File: src/rtl/rmst_pkg.sv
// Shared types and constants for the range-minimum segment tree unit.
// Holds field widths, stream word layout, controller states and the command/status structs.
// No dependencies.
package rmst_pkg;

	localparam int CNT_W  = 11;
	localparam int IDX_W  = 10;
	localparam int DATA_W = 32;

	localparam int IN_TDATA_W  = 64;
	localparam int OUT_TDATA_W = 32;

	localparam int INDEX_LSB = 0;
	localparam int VALUE_LSB = INDEX_LSB + IDX_W;
	localparam int RLOW_LSB  = VALUE_LSB + DATA_W;
	localparam int RHIGH_LSB = RLOW_LSB + IDX_W;

	localparam logic signed [DATA_W-1:0] INT_MAX = 32'sh7FFF_FFFF;
	localparam logic [CNT_W-1:0] COUNT_RESET = 11'd1024;

	localparam logic OP_LOAD  = 1'b0;
	localparam logic OP_QUERY = 1'b1;

	localparam logic REG_ELEMENT_COUNT = 1'b0;

	typedef enum logic [2:0] {
		ST_IDLE,
		ST_DECODE,
		ST_LD_DESC,
		ST_LD_RD,
		ST_LD_WR,
		ST_Q_WALK,
		ST_Q_DRAIN,
		ST_FIN
	} state_t;

	typedef struct packed {
		logic capture;
		logic init;
		logic ld_step;
		logic ld_leaf;
		logic ld_rd;
		logic ld_wr;
		logic q_step;
		logic out_load;
	} cmd_t;

	typedef struct packed {
		logic is_load;
		logic load_ok;
		logic q_empty;
		logic leaf;
		logic at_root;
		logic parent_root;
		logic q_last;
		logic out_free;
	} stat_t;

endpackage

File: src/rtl/rmst_ctrl.sv
// Controller state machine for the range-minimum segment tree unit.
// Sequences loads (descend, then refresh up to the root) and queries (stack walk).
// Depends on rmst_pkg.
module rmst_ctrl (
	input  logic              clk,
	input  logic              arst_n,
	input  logic              s_tvalid,
	output logic              s_tready,
	input  rmst_pkg::stat_t   st,
	output rmst_pkg::cmd_t    cmd,
	output rmst_pkg::state_t  cur_state
);

	rmst_pkg::state_t state_q;
	rmst_pkg::state_t state_d;

	always_ff @(posedge clk or negedge arst_n) begin
		if (!arst_n) begin
			state_q <= rmst_pkg::ST_IDLE;
		end else begin
			state_q <= state_d;
		end
	end

	always_comb begin
		state_d  = state_q;
		cmd      = '0;
		s_tready = 1'b0;
		case (state_q)
			rmst_pkg::ST_IDLE: begin
				s_tready = 1'b1;
				if (s_tvalid) begin
					cmd.capture = 1'b1;
					state_d     = rmst_pkg::ST_DECODE;
				end
			end
			rmst_pkg::ST_DECODE: begin
				if (st.is_load) begin
					if (st.load_ok) begin
						cmd.init = 1'b1;
						state_d  = rmst_pkg::ST_LD_DESC;
					end else begin
						state_d = rmst_pkg::ST_IDLE;
					end
				end else begin
					cmd.init = 1'b1;
					state_d  = st.q_empty ? rmst_pkg::ST_FIN : rmst_pkg::ST_Q_WALK;
				end
			end
			rmst_pkg::ST_LD_DESC: begin
				if (st.leaf) begin
					cmd.ld_leaf = 1'b1;
					state_d     = st.at_root ? rmst_pkg::ST_IDLE : rmst_pkg::ST_LD_RD;
				end else begin
					cmd.ld_step = 1'b1;
				end
			end
			rmst_pkg::ST_LD_RD: begin
				cmd.ld_rd = 1'b1;
				state_d   = rmst_pkg::ST_LD_WR;
			end
			rmst_pkg::ST_LD_WR: begin
				cmd.ld_wr = 1'b1;
				state_d   = st.parent_root ? rmst_pkg::ST_IDLE : rmst_pkg::ST_LD_RD;
			end
			rmst_pkg::ST_Q_WALK: begin
				cmd.q_step = 1'b1;
				if (st.q_last) begin
					state_d = rmst_pkg::ST_Q_DRAIN;
				end
			end
			rmst_pkg::ST_Q_DRAIN: begin
				state_d = rmst_pkg::ST_FIN;
			end
			rmst_pkg::ST_FIN: begin
				if (st.out_free) begin
					cmd.out_load = 1'b1;
					state_d      = rmst_pkg::ST_IDLE;
				end
			end
			default: begin
				state_d = rmst_pkg::ST_IDLE;
			end
		endcase
	end

	assign cur_state = state_q;

endmodule

File: config.mk
export PLATFORM = sky130hd
export DESIGN_NAME = rmst_ctrl
export DESIGN_NICKNAME = d
export VERILOG_FILES = /design/src/rtl/rmst_pkg.sv /design/src/rtl/rmst_ctrl.sv
export SDC_FILE = /design/constraint.sdc
export NUM_CORES = 1
export LEC_CHECK = 0
export ABC_AREA = 1
export BUFFER_PORTS_ARGS = -buffer_cell sky130_fd_sc_hd__buf_2
export CORE_AREA = 2 2 39 41
export CTS_CLUSTER_DIAMETER = 60
export DETAILED_ROUTE_END_ITERATION = 12
export DIE_AREA = 0 0 41 43
export GPL_TIMING_DRIVEN = 0
export PLACE_DENSITY = 0.65
export SKIP_CTS_REPAIR_TIMING = 1
export SLEW_MARGIN = 20
export SYNTH_ARGS = -nofsm -noshare
export SYNTH_HDL_FRONTEND = slang
export SYNTH_SLANG_ARGS = --single-unit
File: constraint.sdc
create_clock -name clk -period 1.43 [get_ports clk]
set_input_delay 0.286 -clock clk [delete_from_list [all_inputs] [get_ports clk]]
set_output_delay 0.286 -clock clk [all_outputs]
set_load 0.05 [all_outputs]
# After elaboration in Yosys (flattened, before gate mapping)
# Cells that the tools add are included.
# Widths: inputs -> output; s select.
# classes
n_eq_ne,11
muxes,24
n_reduce_logical,2
# op_table
operator,n
$pmux 3 s8,1
$mux 3,5
$mux 1,13
$eq 3x3->1 const B,4
$mux 2,5
$ne 2x2->1 const B,4
$eq 3x2->1 const B,2
$reduce_and 4->1,1
$eq 3x1->1 const B,1
$logic_not 3->1,1
# word_totals
ff_bits,3
output_inout_bits,12
wordCells,38

# Depth between registers and ports, before layout
# Gate-level depths: netlist (run 1).
# depth
word_depth,3
depth_mapped,7

# Worst setup path before layout (run 1)
# No wires, ideal clock.
# synth_path
path_kind,reg-to-output
startpoint,"register state_q[1], in the netlist cur_state[1]"
endpoint,output port cmd[0] in the netlist's numbering
arrival_ns,2.466
required_time_ns,1.144
slack_ns,-1.322
stages_incl_launch_ff,4
path_buffers,1
cell_sequence,dfrtp_1 -> buf_6 -> inv_1 -> nor4_1
# synth_rtl
element,line_no,rtl
from (decl),rmst_ctrl.sv:14,rmst_pkg::state_t state_q;
from (signal assigned),rmst_ctrl.sv:19,state_q <= rmst_pkg::ST_IDLE;
from (signal assigned),rmst_ctrl.sv:21,state_q <= state_d;
to (decl),rmst_ctrl.sv:10,"output rmst_pkg::cmd_t cmd,"

==> results_dict.tcl, run 1 <==
set metrics [dict create \
    startpoint_type "register" \
    vdd_drop_max_v 0.001062 \
    synth_edf_count 0 \
    min_period_ps 1647 \
    slew-limit-headroom_pct 83.49 \
    critical_path.max_fanout 8 \
    cp_slowest_cell "dfrtp_4" \
    die_area_sq_um 1763 \
    grt_pass1_vias 410 \
    cp.depth 5 \
    drive_gt1_share_pct 69.47 \
    seq_area_frac_synth_pct 20.27 \
    overflow 0 \
    num_antenna_cells 0 \
    status "finished, violations left" \
    yosys.area.top_type "dfrtp_1" \
    cp-endpoint "cmd[6]" \
    final-hold-violation-count 0 \
    syn_inst 59 \
    critical_path.top_delay_family "flip-flops" \
    drv_cap 0 \
    synth_area_leaders "dfrtp_1 20%, nand2_1 14%, inv_1 13%" \
    wl_per_cell_um 11.10 \
    end_kind "primary output" \
    async_reset_ff_share_pct 100.0 \
    die_w_um 41 \
    crit_start "cur_state[0]$_DFFE_PN0P_" \
    cts_tree "yes" \
    cts_buffers 3 \
    dp_cells 97 \
    setup_viol 9 \
    antenna_found_initial 0 \
    grt_max_degree 11 \
    yosysMostFrequentCell "nand2_1" \
    hpwl_um 775.4 \
    ys_warn_count 0 \
    stdcell_count 111 \
    synth_commonest_cells "14 x nand2_1, 13 x inv_1, 6 x nand3_1, 3 x dfrtp_1, 3 x nand4_1" \
    drc 0 \
    htreeDepth 1 \
    r2r_slack_ps 60 \
    design_area_sq_um 872.1 \
    synth-seq-cells 3 \
    setup_tns_ps -1615 \
    cts_root_buf "clkbuf_4" \
    drtIter0Drc 6 \
    vias 514 \
    finClkSkew_ps 4.308 \
    syn_nets 70 \
    gp_congestion 0.8427 \
    clk_latency_ps 230 \
    syn_to_final_growth_pct 135.5 \
    drv_slew 0 \
    ys.flop_type "dfrtp_1" \
    ctsLongestPathBuffers 2 \
    initial_core_util_pct 26.76 \
    postPlaceCellArea_sq_um 585.6 \
    row_count 14 \
    ios 23 \
    hold_class "in -> async" \
    required_ps 1140 \
    crit_type "reg -> out" \
    regToRegStartpoint "cur_state[0]$_DFFE_PN0P_" \
    p_leak_nw 0.4137 \
    clk_pin_slew_ps 40 \
    violations "setup timing" \
    largest_reg_flops 3 \
    grt_use_total_pct 12.29 \
    synth_area_sq_um 370.4 \
    yosys.cell_types.count 18 \
    grt_pass1_wl_um 1559 \
    avgSynthCellArea_sq_um 6.277 \
    arrival_ps 1360 \
    core_area_sq_um 1384 \
    max_stage_delay_ps 520 \
    vias_per_cell 4.631 \
    reg2reg_depth 8 \
    holdWs_ps 369.1 \
    rr_endpoint "cur_state[0]$_DFFE_PN0P_" \
    cp_cell_sequence "inv_8 -> nor2_4 -> nand3_4 -> nand2_4 -> buf_8" \
    power_mw 2.210 \
    power_density_nw_per_um2 2534 \
    path_buf_inv 2 \
    dr.pass1.iters 4 \
    drtAntennaViolNets 0 \
    fmax_ghz 0.6072 \
    tightest_slew_ps 249.4 \
    fin_ws_ps -216.9 \
    synth_top_area_share_pct 20.27 \
    nets 107 \
    cts.sinks 3 \
    die_h_um 43 \
    routed_wl_um 1232 \
    portBuffers 22 \
    finalCritPeriodShare_pct 115.2 \
    rsz0062_at_grt "true" \
]
[cell usage in the layout, fill, tap and decap left out, types with 2 or more instances in the layout]
cell type and instances:
o21ai_1 2, nand3_1 4, buf_8 5, buf_2 13
buf_6 9, nor4_4 2, inv_1 7, nand2_2 2
nand2_1 10, clkbuf_4 3, nor2_4 3, buf_4 4
nand4_1 3, clkinvlp_4 5, nor3_4 2, buf_12 2
nand2_4 4, dfrtp_2 2, nand3_2 3
[power breakdown]
| group | internal, mW | total [mW] | switching (mW) | leakage [nW] |
|---|---|---|---|---|
| Sequential | 0.144 | 0.239 | 0.0947 | 0.0338 |
| Combinational | 0.723 | 1.82 | 1.10 | 0.365 |
| Clock | 0.105 | 0.148 | 0.0438 | 0.0150 |
[cell families after synthesis]
logic type / Yosys count / share of synthesized area, %
simple gates: 36 / 53.04
compound gates: 4 / 6.418
flops: 3 / 20.27
buf+inv: 16 / 20.27
[stage by stage]
step	setup WS, ps	utilization (%)
floorplan	-322.7	-
global placement	-271.1	42.31
detailed placement	-292.2	42.31
CTS	-541.0	44.21
global route	-267.8	63.02
finish	-216.9	63.02
[worst min-delay path by stage]
stage / startpoint / endpoint / depth (start not counted)
floorplan: arst_n / cur_state[1]$_DFFE_PN0P_ / 0
global placement: arst_n / cur_state[0]$_DFFE_PN0P_ / 1
detailed placement: arst_n / cur_state[0]$_DFFE_PN0P_ / 1
CTS: arst_n / cur_state[0]$_DFFE_PN0P_ / 1
global route: arst_n / cur_state[0]$_DFFE_PN0P_ / 2
finish: arst_n / cur_state[0]$_DFFE_PN0P_ / 2
[worst reg2reg max path, cell delays in order, from the launching register on]
cell	delay, ps
dfrtp_4	520
inv_8	80
nor2_4	210
buf_6	130
nand3_2	70
nand2_4	70
nor2_2	50
o21ai_1	70
nand2_1	60
[final cells by class]
type,instances,area [sq um]
buffer,2,35.03
tap,16,20.02
multi-input combinational,40,341.6
sequential,3,81.33
timing repair buffer,32,286.5
inverter,14,81.33
fill,120,511.7
clock buffer,4,26.28
[layer usage]
metal / GRT usage [%] / wire length (um)
met2: 19.69 / 694
met1: 16.23 / 453
met3: 0 / 66
met5: 0 / 0
met4: 6.000 / 19
No activity file was read; power rests on OpenSTA's default activity.
==> run 2, diff against run 1 <==
--- a/config.mk
+++ b/config.mk
@@ -13,8 +13,10 @@
 export DIE_AREA = 0 0 41 43
 export GPL_TIMING_DRIVEN = 0
 export PLACE_DENSITY = 0.65
+export SETUP_SLACK_MARGIN = 0.2
 export SKIP_CTS_REPAIR_TIMING = 1
 export SLEW_MARGIN = 20
 export SYNTH_ARGS = -nofsm -noshare
 export SYNTH_HDL_FRONTEND = slang
 export SYNTH_SLANG_ARGS = --single-unit
+export TNS_END_PERCENT = 20
==> run 2 against run 1 <==
Effect of this change: the flow still finishes with violations (setup timing); critical path depth stayed put; clock skew shrank 2.7 ps; flip-flop and latch count did not move; register-to-register slack worse by 50 ps; cell area is 17% lower; power shrank 14%; count of clock-buffer cells in the layout stayed put; maximum frequency down 4.6%.
==> results_dict.tcl, run 2 (synthesis results as in run 1) <==
set metrics [dict create \
    rsz0062_at_grt "true" \
    drv_cap 0 \
    cts_buffers 3 \
    rr_endpoint "cur_state[2]$_DFFE_PN0P_" \
    die_h_um 43 \
    ios 23 \
    finalCritPeriodShare_pct 120.7 \
    drtAntennaViolNets 0 \
    grt_pass1_vias 411 \
    power_density_nw_per_um2 2623 \
    power_switching_mw 1.099 \
    p_comb_share_pct 81.0 \
    num_antenna_cells 0 \
    final_cell_mix "13 x nand2_1, 13 x buf_2, 10 x inv_1" \
    cts_root_buf "clkbuf_4" \
    hpwl_um 770.6 \
    grt_pass1_wl_um 1573 \
    overflow 0 \
    power_mw 1.891 \
    die_w_um 41 \
    cp_cell_sequence "buf_8 -> clkinvlp_4 -> nand3_1 -> nand2_1 -> clkbuf_4" \
    largest_reg_flops 3 \
    hold_class "in -> async" \
    min_period_ps 1726 \
    grt_max_degree 11 \
    p_int_uw 792.0 \
    vias 520 \
    core_area_sq_um 1384 \
    critical_path.max_fanout 8 \
    finClkSkew_ps 1.597 \
    fillCellCount 141 \
    clk_pin_slew_ps 40 \
    portBuffers 22 \
    required_ps 1140 \
    regToRegStartpoint "cur_state[2]$_DFFE_PN0P_" \
    max_stage_delay_ps 400 \
    drtIter0Drc 13 \
    initial_core_util_pct 26.76 \
    setup_tns_ps -1738 \
    nets 105 \
    die_area_sq_um 1763 \
    violations "setup timing" \
    final_util_pct 52.08 \
    startpoint_type "register" \
    vias_per_cell 4.771 \
    ctsLongestPathBuffers 2 \
    cts.sinks 3 \
    cp_slowest_cell "dfrtp_2" \
    final-hold-violation-count 0 \
    pre_cts_ws_ps -234.9 \
    status "finished, violations left" \
    design_area_sq_um 720.7 \
    holdWs_ps 378.0 \
    antenna_found_initial 0 \
    drc 0 \
    reg2reg_depth 7 \
    end_kind "primary output" \
    swShare_pct 58.11 \
    cts_tree "yes" \
    syn_to_final_growth_pct 94.59 \
    dp_cells 97 \
    slew-limit-headroom_pct 83.50 \
    arrival_ps 1440 \
    drive_gt1_share_pct 59.14 \
    htreeDepth 1 \
    stdcell_count 109 \
    setup_viol 9 \
    fmax_ghz 0.5795 \
    routed_wl_um 1156 \
    row_count 14 \
    p_leak_nw 0.4102 \
    fin_ws_ps -295.5 \
    tightest_slew_ps 249.2 \
    postPlaceCellArea_sq_um 555.5 \
    seqPwrFrac_pct 10.6 \
    crit_type "reg -> out" \
    drv_slew 0 \
    grt_use_total_pct 12.79 \
    vdd_drop_max_v 0.001186 \
    wl_per_cell_um 10.61 \
    dr.pass1.iters 4 \
    gp_congestion 0.8343 \
    critical_path.top_delay_family "buffers and inverters" \
    clk_latency_ps 240 \
    r2r_slack_ps 10 \
    p_clk_share_pct 8.4 \
    path_buf_inv 3 \
]
==> run 2: worst max path at each step <==
stage	startpoint	end	slack (ps)	cells past startpoint
after floorplan	cur_state[2]$_DFFE_PN0P_	cmd[0]	-320	3
after global placement	cur_state[2]$_DFFE_PN0P_	cmd[7]	-210	5
after detailed placement	cur_state[2]$_DFFE_PN0P_	cmd[7]	-230	5
after CTS	cur_state[2]$_DFFE_PN0P_	cmd[7]	-480	5
after global routing	cur_state[1]$_DFFE_PN0P_	cmd[6]	-370	5
final	cur_state[2]$_DFFE_PN0P_	cmd[6]	-300	5
==> run 2: layout make-up <==
cell class / count / area (sq um) / area share (%)
flip-flops and latches: 3 / 78.83 / 10.94
clock buffers: 4 / 26.28 / 3.646
plain buffers: 2 / 30.03 / 4.167
inverters: 14 / 58.81 / 8.160
multi-input cells: 40 / 281.5 / 39.06
well taps: 16 / 20.02 / 2.778
repair buffers: 30 / 225.2 / 31.25
==> run 2: power groups by stage <==
stage / Clock, mW / Combinational, mW / Sequential (mW)
after floorplan: 0 / 0.843 / 0.340
after global placement: 0 / 1.19 / 0.209
after detailed placement: 0 / 1.20 / 0.212
after CTS: 0.158 / 1.20 / 0.211
after global routing: 0.169 / 1.62 / 0.205
final: 0.159 / 1.53 / 0.200
==> run 2: layer usage <==
metal  routed length, um  track usage, %  vias to the layer above
met5                   0               0                        -
met2                 642           20.31                       21
met3                  66           1.571                        3
met1                 432           16.23                      239
met4                  15           6.000                        0
li1                    -               -                      257
==> run 2: worst register-to-register path, stage by stage, from the launching register on <==
cell        delay [ps]
dfrtp_2            360
buf_8              120
clkinvlp_4         220
buf_4              210
nand3_2             60
nand2_2             70
o21ai_1            180
nand2_1             70
==> run 3, diff against run 2 <==
--- a/config.mk
+++ b/config.mk
@@ -12,7 +12,7 @@
 export DETAILED_ROUTE_END_ITERATION = 12
 export DIE_AREA = 0 0 41 43
 export GPL_TIMING_DRIVEN = 0
-export PLACE_DENSITY = 0.65
+export PLACE_DENSITY = 0.67
 export SETUP_SLACK_MARGIN = 0.2
 export SKIP_CTS_REPAIR_TIMING = 1
 export SLEW_MARGIN = 20
==> constraint.sdc (replaced) <==
create_clock -name clk -period 1.4 [get_ports clk]
set_input_delay 0.28 -clock clk [delete_from_list [all_inputs] [get_ports clk]]
set_output_delay 0.28 -clock clk [all_outputs]
set_load 0.05 [all_outputs]
==> run 3 against run 2 <==
Effect of this change: the flow still finishes with violations (setup timing); sequential share of layout area about the same; final cell count is the same; core utilization rose by 0.090 points; via count is 1.3% lower; global-route usage fell by 2.3 points; combinational power hardly changed; clock power fell by 4%; flip-flop and latch count is the same; hold slack improved by 6.6 ps; largest power group unchanged.
==> results_dict.tcl, run 3 (synthesis results as in run 1) <==
set metrics [dict create \
    status "finished, violations left" \
    violations "setup timing" \
    rr_endpoint "cur_state[2]$_DFFE_PN0P_" \
    htreeDepth 1 \
    vias 513 \
    wl_per_cell_um 9.807 \
    vdd_drop_max_v 0.0009389 \
    grt_pass1_vias 379 \
    num_antenna_cells 0 \
    routed_wl_um 1069 \
    clk_latency_ps 230 \
    pre_cts_ws_ps -242.3 \
    startpoint_type "register" \
    r2r_slack_ps 20 \
    regToRegStartpoint "cur_state[2]$_DFFE_PN0P_" \
    dp_cells 97 \
    nets 105 \
    drv_cap 0 \
    core_area_sq_um 1384 \
    drc 0 \
    drive_gt1_share_pct 60.22 \
    dr.pass1.iters 4 \
    arrival_ps 1430 \
    grt_use_total_pct 10.48 \
    syn_to_final_growth_pct 94.93 \
    grt_pass1_wl_um 1324 \
    tightest_slew_ps 252.8 \
    cts_root_buf "clkbuf_4" \
    drtIter0Drc 11 \
    largest_reg_flops 3 \
    drtAntennaViolNets 0 \
    hold_class "in -> async" \
    ios 23 \
    cts_tree "yes" \
    die_h_um 43 \
    cts_buffers 3 \
    ctsLongestPathBuffers 2 \
    row_count 14 \
    p_leak_nw 0.4083 \
    hpwl_um 731 \
    gp_congestion 0.8539 \
    stdcell_count 109 \
    finClkSkew_ps 2.991 \
    rsz0062_at_grt "true" \
    grt_max_degree 11 \
    clk_pin_slew_ps 40 \
    setup_viol 9 \
    setup_tns_ps -2072 \
    crit_type "reg -> out" \
    overflow 0 \
    fin_ws_ps -308.8 \
    required_ps 1120 \
    die_w_um 41 \
    reg2reg_depth 8 \
    initial_core_util_pct 26.76 \
    critical_path.max_fanout 8 \
    die_area_sq_um 1763 \
    min_period_ps 1709 \
    final-hold-violation-count 0 \
    holdWs_ps 384.6 \
    slew-limit-headroom_pct 83.26 \
    end_kind "primary output" \
    drv_slew 0 \
    final_cell_mix "13 x nand2_1, 13 x buf_2, 11 x inv_1" \
    fmax_ghz 0.5852 \
    cts.sinks 3 \
    antenna_found_initial 0 \
    portBuffers 22 \
    vias_per_cell 4.706 \
    power_density_nw_per_um2 2611 \
    finalCritPeriodShare_pct 122.1 \
]
run 3: area by class of cell:
class	instances	area, sq um
fill	135	661.9
multi-input combinational	40	287.8
timing repair buffer	30	221.5
sequential	3	78.83
inverter	14	61.31
clock buffer	4	26.28
buffer	2	26.28
tap	16	20.02
run 3: power by group:
| group | internal [mW] | switching, mW |
|---|---|---|
| registers | 0.140 | 0.0622 |
| clock network | 0.107 | 0.0448 |
| logic | 0.535 | 0.997 |
| total | 0.781 | 1.10 |
run 3: worst max path at each step:
stage                             start  endpoint  slack (ps)  depth (start not counted)
4_1_cts        cur_state[2]$_DFFE_PN0P_    cmd[7]        -500                          5
5_1_grt        cur_state[2]$_DFFE_PN0P_    cmd[6]        -400                          6
3_3_place_gp   cur_state[2]$_DFFE_PN0P_    cmd[7]        -240                          5
6_report       cur_state[2]$_DFFE_PN0P_    cmd[7]        -310                          5
3_5_place_dp   cur_state[2]$_DFFE_PN0P_    cmd[7]        -240                          5
2_1_floorplan  cur_state[2]$_DFFE_PN0P_    cmd[0]        -350                          3
run 3: layer usage:
metal  global-route usage (%)  share of wire [%]
met5                        0                  0
met4                    4.000                1.2
met3                    1.571                5.6
met2                    16.88                 54
met1                    13.36                 39
run 3: metrics by stage:
step / utilization [%] / power, mW / area, sq um
after global placement: 40.14 / 1.424 / 555.5
after detailed placement: 40.14 / 1.429 / 555.5
after floorplan: - / 1.209 / 425.4
final: 52.17 / 1.885 / 721.9
after global routing: 52.17 / 1.996 / 721.9
after CTS: 42.04 / 1.587 / 581.8
run 3: critical path, cell delays in order, from the launching register on:
cell	delay [ps]
dfrtp_2	400
buf_8	140
clkinvlp_4	180
nand2_1	150
nor2_4	100
clkbuf_4	230
